[src/design/imurfc_pkg.sv]
// types and constants shared by the imu response frame checker
// no dependencies; imported by every module of the block
`default_nettype none

package imurfc_pkg;

  // frame layout
  localparam int unsigned FrameBytes = 23;
  localparam int unsigned DataWords  = 10;
  localparam int unsigned IdxW       = 5;
  localparam int unsigned SlotW      = 4;

  // byte index of the last data byte and of the checksum low byte
  localparam logic [IdxW-1:0] LastDataIdx = IdxW'(2 * DataWords);
  localparam logic [IdxW-1:0] CheckLoIdx  = IdxW'(FrameBytes - 1);
  localparam logic [IdxW-1:0] FirstIdx    = IdxW'(1);

  // reset value of the command byte register
  localparam logic [7:0] CmdReset = 8'h31;

  // result status codes
  typedef enum logic [1:0] {
    STATUS_OK           = 2'd0,
    STATUS_BAD_HEADER   = 2'd1,
    STATUS_BAD_CHECKSUM = 2'd2,
    STATUS_SHORT        = 2'd3
  } frame_status_e;

  // one received byte
  typedef struct packed {
    logic [7:0] rx_byte;
    logic       frame_first;
  } in_item_t;

  // one frame result
  typedef struct packed {
    logic signed [15:0] roll_raw;
    logic signed [15:0] pitch_raw;
    logic signed [15:0] yaw_raw;
    logic signed [15:0] accel_x_raw;
    logic signed [15:0] accel_y_raw;
    logic signed [15:0] accel_z_raw;
    logic signed [15:0] rate_x_raw;
    logic signed [15:0] rate_y_raw;
    logic signed [15:0] rate_z_raw;
    logic        [15:0] timer_word;
    logic        [1:0]  frame_status;
  } out_item_t;

endpackage

`default_nettype wire

[src/design/imu_response_frame_checker_core.sv]
// top level of the imu response frame checker: input register, frame
// tracker, result register and command byte register; depends on imurfc_pkg
//
//  channel | direction | handshake               | payload
//  --------+-----------+-------------------------+-----------------------
//  cfg     | in        | cfg_we_i                | cfg_wdata_i (command byte)
//  in      | in        | in_valid_i / in_ready_o | in_item_i (one byte)
//  out     | out       | out_valid_o/out_ready_i | out_item_o (frame result)
//
// one byte item per cycle sustained while no result waits untaken; a result is valid once the
// closing byte (or the early header) is accepted and has passed through the input
// register, and the tracker logic has loaded the result register.
// reset clears the frame state and the valid flags, command byte to 0x31.
// a byte that ends a frame waits in the input register only while the
// result register holds an untaken result; the input is held off meanwhile,
// and no other byte ever waits there.
`default_nettype none

module imu_response_frame_checker_core (
  input  wire logic                  clk_i,
  input  wire logic                  rst_ni,
  input  wire logic                  cfg_we_i,
  input  wire logic [7:0]            cfg_wdata_i,
  input  wire logic                  in_valid_i,
  output logic                       in_ready_o,
  input  wire imurfc_pkg::in_item_t  in_item_i,
  output logic                       out_valid_o,
  input  wire logic                  out_ready_i,
  output imurfc_pkg::out_item_t      out_item_o
);
  import imurfc_pkg::*;

  logic [7:0] cmd_q;
  logic       s1_valid_q;
  in_item_t   s1_item_q;
  logic       out_valid_q;
  out_item_t  out_item_q;

  logic       emit;
  out_item_t  result;
  logic       out_free, s1_adv;

  // command byte register
  always_ff @(posedge clk_i or negedge rst_ni) begin
    if (!rst_ni) begin
      cmd_q <= CmdReset;
    end else if (cfg_we_i) begin
      cmd_q <= cfg_wdata_i;
    end
  end

  // the held byte moves on unless it makes a result with no room for it
  always_comb begin
    out_free   = !out_valid_q || out_ready_i;
    s1_adv     = s1_valid_q && (!emit || out_free);
    in_ready_o = !s1_valid_q || s1_adv;
  end

  // input register
  always_ff @(posedge clk_i or negedge rst_ni) begin
    if (!rst_ni) begin
      s1_valid_q <= 1'b0;
    end else if (in_ready_o) begin
      s1_valid_q <= in_valid_i;
    end
  end

  always_ff @(posedge clk_i) begin
    if (in_valid_i && in_ready_o) begin
      s1_item_q <= in_item_i;
    end
  end

  // frame tracker
  imurfc_frame u_frame (
    .clk_i    (clk_i),
    .rst_ni   (rst_ni),
    .step_i   (s1_adv),
    .item_i   (s1_item_q),
    .cmd_i    (cmd_q),
    .emit_o   (emit),
    .result_o (result)
  );

  // result register
  always_ff @(posedge clk_i or negedge rst_ni) begin
    if (!rst_ni) begin
      out_valid_q <= 1'b0;
    end else if (s1_adv && emit) begin
      out_valid_q <= 1'b1;
    end else if (out_ready_i) begin
      out_valid_q <= 1'b0;
    end
  end

  always_ff @(posedge clk_i) begin
    if (s1_adv && emit) begin
      out_item_q <= result;
    end
  end

  assign out_valid_o = out_valid_q;
  assign out_item_o  = out_item_q;

  // a byte waits only behind an untaken result
  a_stall_cause: assert property (@(posedge clk_i) disable iff (!rst_ni)
    (s1_valid_q && !s1_adv) |-> (emit && out_valid_q && !out_ready_i))
    else $error("input register stalled without a blocked result");

  // a new result never overwrites one that is not taken
  a_no_overwrite: assert property (@(posedge clk_i) disable iff (!rst_ni)
    (out_valid_q && !out_ready_i) |=> $stable(out_item_q))
    else $error("pending result overwritten");

  // a result follows each step that emits
  a_result_follows: assert property (@(posedge clk_i) disable iff (!rst_ni)
    (s1_adv && emit) |=> out_valid_q)
    else $error("emitted result lost");

endmodule

`default_nettype wire

[src/design/imurfc_frame.sv]
// frame tracking state, word capture, checksum and status decision
// depends on imurfc_pkg
`default_nettype none

module imurfc_frame (
  input  wire logic               clk_i,
  input  wire logic               rst_ni,
  input  wire logic               step_i,
  input  wire imurfc_pkg::in_item_t item_i,
  input  wire logic [7:0]         cmd_i,
  output logic                    emit_o,
  output imurfc_pkg::out_item_t   result_o
);
  import imurfc_pkg::*;

  logic [IdxW-1:0]  idx_q, idx_d;
  logic             open_q, open_d;
  logic             hdr_q, hdr_d;
  logic [15:0]      sum_q, sum_d;
  logic [7:0]       hold_q, hold_d;
  logic [15:0]      store_q [DataWords];

  logic [15:0]      word;
  logic             is_first, is_odd, is_data, is_check, short_hit;
  logic             store_clr, store_wr;
  logic [SlotW-1:0] slot;
  frame_status_e    status;

  // classify the byte against the open frame
  always_comb begin
    word      = {hold_q, item_i.rx_byte};
    is_first  = item_i.frame_first;
    is_odd    = idx_q[0];
    is_data   = open_q && !is_first && !is_odd && (idx_q <= LastDataIdx);
    is_check  = open_q && !is_first && !is_odd && (idx_q > LastDataIdx);
    short_hit = open_q && is_first;
    slot      = idx_q[IdxW-1:1] - SlotW'(1);
    emit_o    = short_hit || is_check;
  end

  // status priority: short frame, then bad header, then bad checksum
  always_comb begin
    if (short_hit) begin
      status = STATUS_SHORT;
    end else if (!hdr_q) begin
      status = STATUS_BAD_HEADER;
    end else if (word != sum_q) begin
      status = STATUS_BAD_CHECKSUM;
    end else begin
      status = STATUS_OK;
    end
  end

  // result is the store as it stands before this byte
  always_comb begin
    result_o.roll_raw     = store_q[0];
    result_o.pitch_raw    = store_q[1];
    result_o.yaw_raw      = store_q[2];
    result_o.accel_x_raw  = store_q[3];
    result_o.accel_y_raw  = store_q[4];
    result_o.accel_z_raw  = store_q[5];
    result_o.rate_x_raw   = store_q[6];
    result_o.rate_y_raw   = store_q[7];
    result_o.rate_z_raw   = store_q[8];
    result_o.timer_word   = store_q[9];
    result_o.frame_status = status;
  end

  // next state of the frame tracker
  always_comb begin
    idx_d     = idx_q;
    open_d    = open_q;
    hdr_d     = hdr_q;
    sum_d     = sum_q;
    hold_d    = hold_q;
    store_clr = 1'b0;
    store_wr  = 1'b0;
    if (step_i) begin
      if (is_first) begin
        open_d    = 1'b1;
        hdr_d     = (item_i.rx_byte == cmd_i);
        sum_d     = {8'h00, cmd_i};
        hold_d    = 8'h00;
        idx_d     = FirstIdx;
        store_clr = 1'b1;
      end else if (open_q) begin
        if (is_odd) begin
          hold_d = item_i.rx_byte;
          idx_d  = idx_q + IdxW'(1);
        end else if (is_data) begin
          sum_d    = sum_q + word;
          idx_d    = idx_q + IdxW'(1);
          store_wr = 1'b1;
        end else begin
          open_d = 1'b0;
          idx_d  = '0;
        end
      end
    end
  end

  // tracker registers
  always_ff @(posedge clk_i or negedge rst_ni) begin
    if (!rst_ni) begin
      idx_q  <= '0;
      open_q <= 1'b0;
      hdr_q  <= 1'b0;
      sum_q  <= '0;
      hold_q <= '0;
    end else begin
      idx_q  <= idx_d;
      open_q <= open_d;
      hdr_q  <= hdr_d;
      sum_q  <= sum_d;
      hold_q <= hold_d;
    end
  end

  // word store, cleared at each header
  always_ff @(posedge clk_i or negedge rst_ni) begin
    if (!rst_ni) begin
      for (int k = 0; k < DataWords; k++) begin
        store_q[k] <= '0;
      end
    end else begin
      for (int k = 0; k < DataWords; k++) begin
        if (store_clr) begin
          store_q[k] <= '0;
        end else if (store_wr && (slot == SlotW'(k))) begin
          store_q[k] <= word;
        end
      end
    end
  end

  // an open frame always sits between header and checksum low byte
  a_open_idx: assert property (@(posedge clk_i) disable iff (!rst_ni)
    open_q |-> (idx_q != '0) && (idx_q <= CheckLoIdx))
    else $error("frame index out of range while open");

  a_closed_idx: assert property (@(posedge clk_i) disable iff (!rst_ni)
    !open_q |-> (idx_q == '0))
    else $error("frame index not cleared while closed");

  a_header_opens: assert property (@(posedge clk_i) disable iff (!rst_ni)
    (step_i && item_i.frame_first) |=> (open_q && (idx_q == FirstIdx)))
    else $error("header byte did not open a frame");

  a_check_at_end: assert property (@(posedge clk_i) disable iff (!rst_ni)
    (step_i && is_check) |-> (idx_q == CheckLoIdx))
    else $error("checksum taken at wrong byte");

endmodule

`default_nettype wire

[config.mk]
export PLATFORM = sky130hd
export DESIGN_NAME = imu_response_frame_checker_core
export DESIGN_NICKNAME = d
export VERILOG_FILES = /design/src/design/imurfc_pkg.sv /design/src/design/imu_response_frame_checker_core.sv /design/src/design/imurfc_frame.sv
export SDC_FILE = /design/constraint.sdc
export NUM_CORES = 1
export LEC_CHECK = 0
export BUFFER_PORTS_ARGS = -buffer_cell sky130_fd_sc_hd__buf_2
export CAP_MARGIN = 20
export CORE_MARGIN = 2
export CORE_UTILIZATION = 52
export DETAILED_ROUTE_END_ITERATION = 8
export PLACE_DENSITY = 0.84
export SETUP_SLACK_MARGIN = 0.3
export SLEW_MARGIN = 20
export SYNTH_ARGS = -nofsm -noshare
export SYNTH_HDL_FRONTEND = slang
export SYNTH_HIERARCHICAL = 1
export SYNTH_SLANG_ARGS = --single-unit
[constraint.sdc]
create_clock -name clk_i -period 8.95 [get_ports clk_i]
set_input_delay 0.895 -clock clk_i [delete_from_list [all_inputs] [get_ports clk_i]]
set_output_delay 0.895 -clock clk_i [all_outputs]
set_load 0.05 [all_outputs]
Word level (Yosys, flattened, before mapping):

Cells that the tools add are included.

* bits in registers: 372
* input bits: 22
* output and inout bits: 164
* word-level logic and storage cells: 142

* add/sub/neg operators: 3
* order comparisons: 2
* equal/unequal tests: 12
* multiplexer cells: 45
* bitwise logic cells: 1
* reductions and logical operators: 47

Operators by type and width (number)
* $mux W16: 24
* $reduce_bool A2 Y1: 14
* $mux W8: 3
* $mux W5: 4
* $logic_and A1 B1 Y1: 18
* $add A16 B16 Y16: 1
* $eq A4 B3 Y1 const B: 4
* $ne A16 B16 Y1: 1
* $mux W1: 12
* $eq A4 B2 Y1 const B: 2
* $eq A4 B4 Y1 const B: 2
* $eq A8 B8 Y1: 1
* $add A5 B1 Y5 const B: 1
* $gt A5 B5 Y1 const B: 1
* $le A5 B5 Y1 const B: 1
* $logic_not A1 Y1: 5
* $eq A4 B1 Y1 const B: 1
* $logic_not A4 Y1: 1
* $logic_or A1 B1 Y1: 4
* $mux W2: 2
* $reduce_and A2 Y1: 2
* $reduce_and A4 Y1: 1
* $sub A4 B1 Y4 const B: 1
* $reduce_and A3 Y1: 1
* 3 further kinds: 3

Logic depth before layout (Yosys ltp):

Gate-level depths: netlist (run 1).

* word-level depth: 12
* depth in mapped cells: 17
* depth with buffers taken out: 13

Cells and area by module:

The synthesis (run 1) kept the hierarchy.

By module, submodules not included
* imurfc_frame: instances 1, cells an instance 913, area an instance 8958.6 µm²
* imu_response_frame_checker_core: instances 1, cells an instance 198, area an instance 5576.6 µm²

Worst setup path before layout (run 1):

Ideal clock, no wire load.

* kind: register -> register
* start point: reg u_frame.idx_q[0]
* end point: reg out_item_q (netlist bit out_item_o[0]), enable pin
* data arrival time: 8318 ps
* required time: 8264 ps
* slack: -54 ps
* cell stages (with the launch flop): 10
* cells stage by stage: dfrtp_1 -> inv_1 -> clkbuf_1 -> ha_1 -> nor2b_1 -> o21ai_4 -> nor2_1 -> o21a_1 -> nand2_1 -> nor2_1

* longest elaborated chain between the ends: 8
* elaborated cells on any way between the ends: 9

Ends and longest elaborated chain
* start: declaration: line imurfc_frame.sv:16 `logic [IdxW-1:0] idx_q, idx_d;`
* start signal: assignment: line imurfc_frame.sv:111 `idx_q <= idx_d;`
* branches (longest 2 deep; another with $gt A5 B5 Y1)
* $logic_and A1 B1 Y1 *: line imurfc_frame.sv:35 `is_check = open_q && !is_first && !is_odd && (idx_q > LastDataIdx);`
* $logic_or A1 B1 Y1 *: line imurfc_frame.sv:38 `emit_o = short_hit || is_check;`
* net emit: line imu_response_frame_checker_core.sv:39 `logic emit;`
* $logic_not A1 Y1: line imu_response_frame_checker_core.sv:55 `s1_adv = s1_valid_q && (!emit || out_free);`
* $logic_or A1 B1 Y1: line imu_response_frame_checker_core.sv:55
* $logic_and A1 B1 Y1: line imu_response_frame_checker_core.sv:55
* $logic_and A1 B1 Y1 *: line imu_response_frame_checker_core.sv:97 `if (s1_adv && emit) begin`
* end signal: assignment: line imu_response_frame_checker_core.sv:98 `out_item_q <= result;`
* end: declaration: line imu_response_frame_checker_core.sv:37 `out_item_t out_item_q;`

Mark *: on every way through the listed nets, which the timed path passes.
A chain may end at the register's enable or synchronous reset.

Worst setup path after layout (run 1):

* start point: reg u_frame.idx_q[0]
* end point: reg u_frame.store_q (netlist bit u_frame/result_o[4])

* longest elaborated chain between the ends: 10
* elaborated cells on any way between the ends: 19

Ends and longest elaborated chain
* branches (longest 2 deep; another with $gt A5 B5 Y1)
* $logic_and A1 B1 Y1 *: line imurfc_frame.sv:35
* $logic_or A1 B1 Y1 *: line imurfc_frame.sv:38
* net emit: line imu_response_frame_checker_core.sv:39
* $logic_not A1 Y1 *: line imu_response_frame_checker_core.sv:55
* $logic_or A1 B1 Y1 *: line imu_response_frame_checker_core.sv:55
* $logic_and A1 B1 Y1 *: line imu_response_frame_checker_core.sv:55
* net s1_adv: line imu_response_frame_checker_core.sv:41 `logic out_free, s1_adv;`
* $mux W1: line imurfc_frame.sv:78 `if (step_i) begin`
* $logic_and A1 B1 Y1: line imurfc_frame.sv:129 `end else if (store_wr && (slot == SlotW'(k))) begin`
* $reduce_bool A2 Y1 (no line)
* end signal: indexed assignment: line imurfc_frame.sv:130 `store_q[k] <= word;`
* end: declaration: line imurfc_frame.sv:21 `logic [15:0] store_q [DataWords];`

Marks and branches as above.

==> results of run 1 <==
-- routing by layer --
layer	track usage	vias to the layer above	routed length [um]
met3	0.04257	89	2351
met4	0.09617	0	1249
met2	0.3815	437	16790
met1	0.3208	4583	14190
li1	-	4205	-
met5	0	-	0
-- synth_stat cells (3+ instances only) --
master	number
nand2_1	202
dfrtp_1	198
edfxtp_1	171
a21oi_1	105
mux2i_1	87
nor2_1	82
clkbuf_1	33
o21ai_0	30
buf_2	23
ha_1	17
xnor2_1	15
nor2_2	14
and3_1	9
mux2_4	8
nand3_1	8
inv_1	6
nand4_1	6
a21o_1	5
buf_1	5
nor2b_1	5
xor2_1	5
a31oi_1	4
buf_4	4
buf_6	4
o21a_1	4
o21ai_1	4
and2_1	3
dfstp_2	3
nor3_1	3
nor4_1	3
or4_1	3
-- sequential cells by signal, summed over array words and instances (netlist names) --
signal and count:
u_frame/idx_q 5, out_item_o 162, cmd_q 8, u_frame/hold_q 8
out_valid_o 1, s1_item_q 9, u_frame/open_q 1, u_frame/sum_q 16
s1_valid_q 1, u_frame/hdr_q 1, u_frame/result_o 160
-- logic make-up after synthesis --
| group | synth area share |
|---|---|
| xor gates and xnor gates | 0.01205 |
| AOI/OAI and AO/OA | 0.06585 |
| adders and majority gates | 0.01601 |
| and+or+nand+nor | 0.1104 |
| buffers and inverters | 0.02789 |
| DFF | 0.6996 |
| muxes | 0.06818 |
-- final timing paths --
kind                                  startpoint              endpoint  slack (ns)  cells past startpoint
max in group asynchronous                 rst_ni              cmd_q[0]        7.18                      3
min in group clk_i         u_frame/result_o[100]       out_item_o[100]        0.44                      0
min                                       rst_ni  u_frame/result_o[23]        0.44                      1
max                             u_frame/idx_q[0]   u_frame/result_o[4]        4.82                     11
max reg2reg                     u_frame/idx_q[0]   u_frame/result_o[4]        4.82                     11
min reg2reg                u_frame/result_o[100]       out_item_o[100]        0.44                      0
-- cell type report --
class,count,area share
clock buffers,52,0.06339
clock inverters,16,0.01122
inverters,6,0.001328
multi-input cells,661,0.2352
flip-flops and latches,372,0.5997
well taps,378,0.02789
repair buffers,196,0.06125
-- per-stage QoR --
step	setup slack (ns)	instances	total power [uW]
floorplan	2.636	1111	2469
global placement	5.185	1612	2633
detailed placement	4.944	1612	2650
CTS	4.938	1680	4232
global route	4.569	1681	4369
finish	4.824	1681	4217
-- power groups by stage --
stage               registers [uW]  logic (uW)  clock network, uW
floorplan                     2110         362                  0
global placement              2060         573                  0
detailed placement            2060         585                  0
CTS                           2030         589               1610
global route                  2040         646               1680
finish                        2040         594               1590
==> results.py, run 1 <==
metrics = {
    "global_route": {
        "antenna_found_initial": 0,
        "grt-ovfl-total": 0,
        "grt_max_degree": 126,
        "grt_pass1_wl_um": 52320,
        "grt_usage": 0.2363,
        "grt_pass1_vias": 9098,
    },
    "synthesis": {
        "ys_warn_count": 6,
        "synth_cell_types": 61,
        "synth_top_area_share": 0.3533,
        "synthArstFlopShare": 0.5403,
        "avgSynthCellArea_um2": 13.08,
        "synth_area_leaders": "edfxtp_1 35%, dfrtp_1 34%, mux2i_1 6.0%",
        "syn-instance-count": 1111,
        "yosysTopAreaCell": "edfxtp_1",
        "yosysSeqAreaShare": 0.6996,
        "ys_ff_latch": 372,
        "synth-edff-count": 171,
        "syn_nets": 1151,
        "syn_area_um2": 14540,
        "yosys_most_used_dff": "dfrtp_1",
    },
    "power": {
        "seqPwrFrac": 0.483,
        "power_density_nw_per_um2": 248.7,
        "power.leakage_uw": 0.007089,
        "swShare": 0.2842,
        "p_switching_uw": 1199,
        "power.internal_uw": 3018,
        "peakVddDrop_mv": 0.1083,
        "p_comb_frac": 0.141,
        "clkPwrFrac": 0.376,
    },
    "worst_setup_path": {
        "worstSetupStartpointType": "flip-flop",
        "path_cells": "inv_1 -> ha_1 -> nor2b_1 -> o21ai_4 -> nor2_1 -> o21a_1 -> a21boi_0 -> buf_4 -> and2_4 -> buf_4 -> nor2_1",
        "worst_setup_path_end_kind": "flip-flop",
        "slowest_delay_ns": 0.83,
        "crit_arrival_ns": 4.49,
        "crit_buf_inv": 3,
        "path_class": "flip-flop to flip-flop",
        "critical-path-top-delay-family": "buffers and inverters",
        "required_ns": 9.32,
        "slowest_stage": "buf_4",
        "path_max_fanout": 82,
    },
    "place": {
        "io_buffers": 185,
        "gp_congestion": 0.9050,
        "dpl_cell_area_um2": 15660,
        "dpl.hpwl_um": 20930,
    },
    "detailed_routing": {
        "routedWlPerCell_um": 20.57,
        "vias_per_cell": 5.541,
        "drtAntennaViolNets": 0,
        "drt_wl_total_um": 34580,
        "drtPass1Iterations": 5,
        "num_vias": 9314,
        "drc": 0,
        "drt_iter0_drc": 1109,
    },
    "finish": {
        "regArea_um2": 10170,
        "layout.nets": 1314,
        "final_cell_mix": "202 x nand2_1, 198 x dfrtp_1, 184 x buf_2, 171 x edfxtp_1, 105 x a21oi_1",
        "final_common_cell": "nand2_1",
        "diodes": 0,
        "fin_util": 0.6137,
        "syn2layout_area_growth_pct": 16.66,
        "fillers": 2069,
        "layout-drive-gt1-share": 0.2264,
        "multi_input_area_um2": 3989,
        "fin_area_um2": 16960,
    },
    "sta": {
        "fin_crit_sh": 0.4610,
        "fmax_mhz": 242.4,
        "tns_ns": 0,
        "fin_crit_ns": 4.126,
        "worstMarginPinSlew_ns": 1.116,
        "clock_skew_ns": 0.01725,
        "final-hold-violation-count": 0,
        "timing.hold.ws_ns": 0.4354,
        "slew_violations": 0,
        "grt_setup_unrepaired": "false",
        "setup_viol": 0,
        "relSlewSlack": 0.2554,
    },
    "cts": {
        "cts_num_sinks": 372,
        "cts.reportedPaths.clkPinSlew_ns": 0.06,
        "cts_setup_buffers": 0,
        "cts_tree": "built",
        "clockRootBuffer": "clkbuf_16",
        "cts_htree_levels": 2,
        "cts_hold_buf": 0,
        "ctsLongestPathBuffers": 3,
        "clock_latency_ns": 0.54,
        "ctsResizeCount": 0,
        "cts_inserted_buffers": 37,
    },
    "die": {
        "ioPinCount": 186,
        "rows": 61,
        "coreArea_um2": 27630,
        "die_area_um2": 29310,
        "die_w_um": 171.2,
        "start_util": 0.5261,
        "die_h_um": 171.2,
    },
    "job": {
        "max_cap_violations": 0,
    },
    "status": {
        "status": "completed",
    },
    "min_path": {
        "min_path_type": "input pin to asynchronous set/reset pin",
    },
}
Power figures use the tool's default switching activity.
==> inputs of run 2 (changes only) <==
--- a/config.mk
+++ b/config.mk
@@ -5,6 +5,7 @@
 export SDC_FILE = /design/constraint.sdc
 export NUM_CORES = 1
 export LEC_CHECK = 0
+export ABC_AREA = 1
 export BUFFER_PORTS_ARGS = -buffer_cell sky130_fd_sc_hd__buf_2
 export CAP_MARGIN = 20
 export CORE_MARGIN = 2
==> constraint.sdc (replaced) <==
create_clock -name clk_i -period 3.46 [get_ports clk_i]
set_input_delay 0.346 -clock clk_i [delete_from_list [all_inputs] [get_ports clk_i]]
set_output_delay 0.346 -clock clk_i [all_outputs]
set_load 0.05 [all_outputs]
==> results.py, run 2 <==
metrics = {
    "status": {
        "status": "completed",
    },
    "cts": {
        "ctsLongestPathBuffers": 3,
        "clock_latency_ns": 0.52,
        "cts.reportedPaths.clkPinSlew_ns": 0.06,
        "cts_htree_levels": 2,
        "clockRootBuffer": "clkbuf_16",
        "cts_inserted_buffers": 37,
        "cts_num_sinks": 372,
        "cts_tree": "built",
    },
    "finish": {
        "syn2layout_area_growth_pct": 19.96,
        "layout-drive-gt1-share": 0.2013,
        "diodes": 0,
        "final_cell_mix": "456 x nand2_1, 198 x dfrtp_1, 191 x nand3_1, 184 x buf_2, 171 x edfxtp_1",
        "final_cells": 1948,
        "largest_reg_flops": 162,
        "fin_area_um2": 17480,
        "fin_util": 0.6310,
        "final_common_cell": "nand2_1",
        "fillers": 2036,
        "layout.nets": 1581,
    },
    "sta": {
        "setup_viol": 0,
        "setup_ws_ns": 0.4534,
        "final-hold-violation-count": 0,
        "relSlewSlack": 0.3819,
        "fin_crit_ns": 3.007,
        "worstMarginPinSlew_ns": 0.9238,
        "fmax_mhz": 332.6,
        "slew_violations": 0,
        "fin_crit_sh": 0.8690,
        "grt_setup_unrepaired": "true",
        "clock_skew_ns": 0.01350,
    },
    "worst_setup_path": {
        "slowest_delay_ns": 0.74,
        "r2r_start": "u_frame/idx_q[0]",
        "slowest_stage": "nor2_1",
        "crit_start": "u_frame/idx_q[0]",
        "required_ns": 3.92,
        "path_cells": "clkinv_2 -> ha_4 -> inv_2 -> nand3_2 -> nand2_2 -> inv_2 -> o21ai_2 -> nand3_1 -> nand2_1 -> inv_1 -> nand2_4 -> inv_2 -> nor2_1 -> nand2_1 -> nand2_1",
        "worstSetupStartpointType": "flip-flop",
        "path_max_fanout": 16,
        "crit_arrival_ns": 3.47,
        "worst_setup_path_end_kind": "flip-flop",
        "path_class": "flip-flop to flip-flop",
    },
    "power": {
        "power.leakage_uw": 0.008512,
        "power_density_nw_per_um2": 650.9,
        "peakVddDrop_mv": 0.4202,
        "totalPowerFinal_uw": 11380,
    },
    "global_route": {
        "grt-ovfl-total": 0,
        "grt_usage": 0.2583,
        "grt_pass1_vias": 10303,
        "antenna_found_initial": 0,
        "grt_max_degree": 173,
        "grt_pass1_wl_um": 57710,
    },
    "synthesis": {
        "synthTopCellsByCount": "459 x nand2_1, 198 x dfrtp_1, 193 x nand3_1, 171 x edfxtp_1, 79 x inv_1",
        "synth-edff-count": 171,
        "avgSynthCellArea_um2": 10.92,
        "syn_nets": 1375,
        "synthArstFlopShare": 0.5403,
        "synth_top_area_share": 0.3523,
        "post-synth-top-count-cell": "nand2_1",
        "synth_area_leaders": "edfxtp_1 35%, dfrtp_1 34%, nand2_1 12%",
        "synth_cell_types": 40,
        "yosysTopAreaCell": "edfxtp_1",
        "syn_area_um2": 14570,
        "yosysSeqAreaShare": 0.6977,
        "ys_ff_latch": 372,
        "syn-instance-count": 1335,
        "ys_warn_count": 6,
        "yosys_most_used_dff": "dfrtp_1",
    },
    "place": {
        "dpl.hpwl_um": 23360,
        "io_buffers": 185,
        "dpl_cell_area_um2": 16030,
        "dp_slack_ns": 0.4020,
        "dp_cells": 1870,
        "gp_congestion": 0.8845,
    },
    "detailed_routing": {
        "drt_wl_total_um": 37890,
        "vias_per_cell": 5.531,
        "drtPass1Iterations": 5,
        "drt_iter0_drc": 1172,
        "routedWlPerCell_um": 19.45,
        "drc": 0,
        "drtAntennaViolNets": 0,
        "num_vias": 10774,
    },
    "die": {
        "ioPinCount": 186,
        "start_util": 0.5260,
        "rows": 61,
        "coreArea_um2": 27710,
        "die_area_um2": 29380,
        "die_h_um": 171.4,
        "die_w_um": 171.4,
    },
    "min_path": {
        "hold_path.startpoint": "in_item_i[8]",
        "min_path_type": "input pin to flip-flop",
    },
    "job": {
        "max_cap_violations": 0,
    },
}
-- run 2: path summary, 6_finish.rpt --
path	to	slack, ns	cells after the start
min reg2reg	out_item_o[45]	0.45	0
max	u_frame/result_o[67]	0.45	15
max reg2reg	u_frame/result_o[67]	0.45	15
min	s1_item_q[8]	0.02	1
min in group asynchronous	u_frame/result_o[72]	0.43	2
max in group asynchronous	u_frame/result_o[155]	1.94	3
-- run 2: repair_timing --
action,4_1_cts,5_1_grt
gates resized for setup,0,10
hold endpoints to repair,87,0
setup endpoints to repair,0,63
hold buffers,9,0
buffers inserted,0,0
-- run 2: kinds of logic after synthesis --
| kind of cell | after synthesis | synth area share |
|---|---|---|
| buf+inv | 145 | 0.04129 |
| simple gates | 748 | 0.2216 |
| compound gates | 42 | 0.01743 |
| fa+ha+maj | 18 | 0.01597 |
| xor+xnor | 10 | 0.006009 |
| flops | 372 | 0.6977 |
-- run 2: final cells by class --
| type | instances | area (um^2) | share of cell area |
|---|---|---|---|
| clock inverter | 11 | 195.2 | 0.01116 |
| tap | 378 | 473.0 | 0.02705 |
| clock buffer | 57 | 1114 | 0.06369 |
| sequential | 372 | 10170 | 0.5816 |
| multi-input combinational | 818 | 3860 | 0.2208 |
| inverter | 94 | 367.9 | 0.02104 |
| timing repair buffer | 218 | 1305 | 0.07464 |
-- run 2: routing by layer --
layer / track usage / vias up / wire [um]
met5: 0 / - / 0
li1: - / 4856 / -
met1: 0.3531 / 5169 / 14870
met3: 0.04993 / 111 / 3689
met4: 0.1021 / 0 / 1431
met2: 0.4123 / 638 / 17900
-- run 2: worst max-delay path, delay by kind of cell, from the launching register on --
family | cells | cell delay, ns
AOI/OAI and AO/OA | 1 | 0.18
adders and majority gates | 1 | 0.20
buffers and inverters | 5 | 0.58
DFF | 1 | 0.43
and+or+nand+nor | 8 | 1.56
-- run 2: stage by stage --
step                setup TNS [ns]  hold WS, ns
detailed placement               0       0.4331
global route                     0     0.006202
global placement                 0       0.4300
CTS                              0     0.002183
floorplan                   -59.72      0.05041
finish                           0      0.01716
-- run 2: power by group --
| part | leakage (uW) | internal [uW] | switching, uW |
|---|---|---|---|
| sequential | 0.00437 | 4960 | 204 |
| clock | 0.000635 | 2610 | 1650 |
| combinational | 0.00351 | 498 | 1460 |
| total | 0.00851 | 8060 | 3320 |
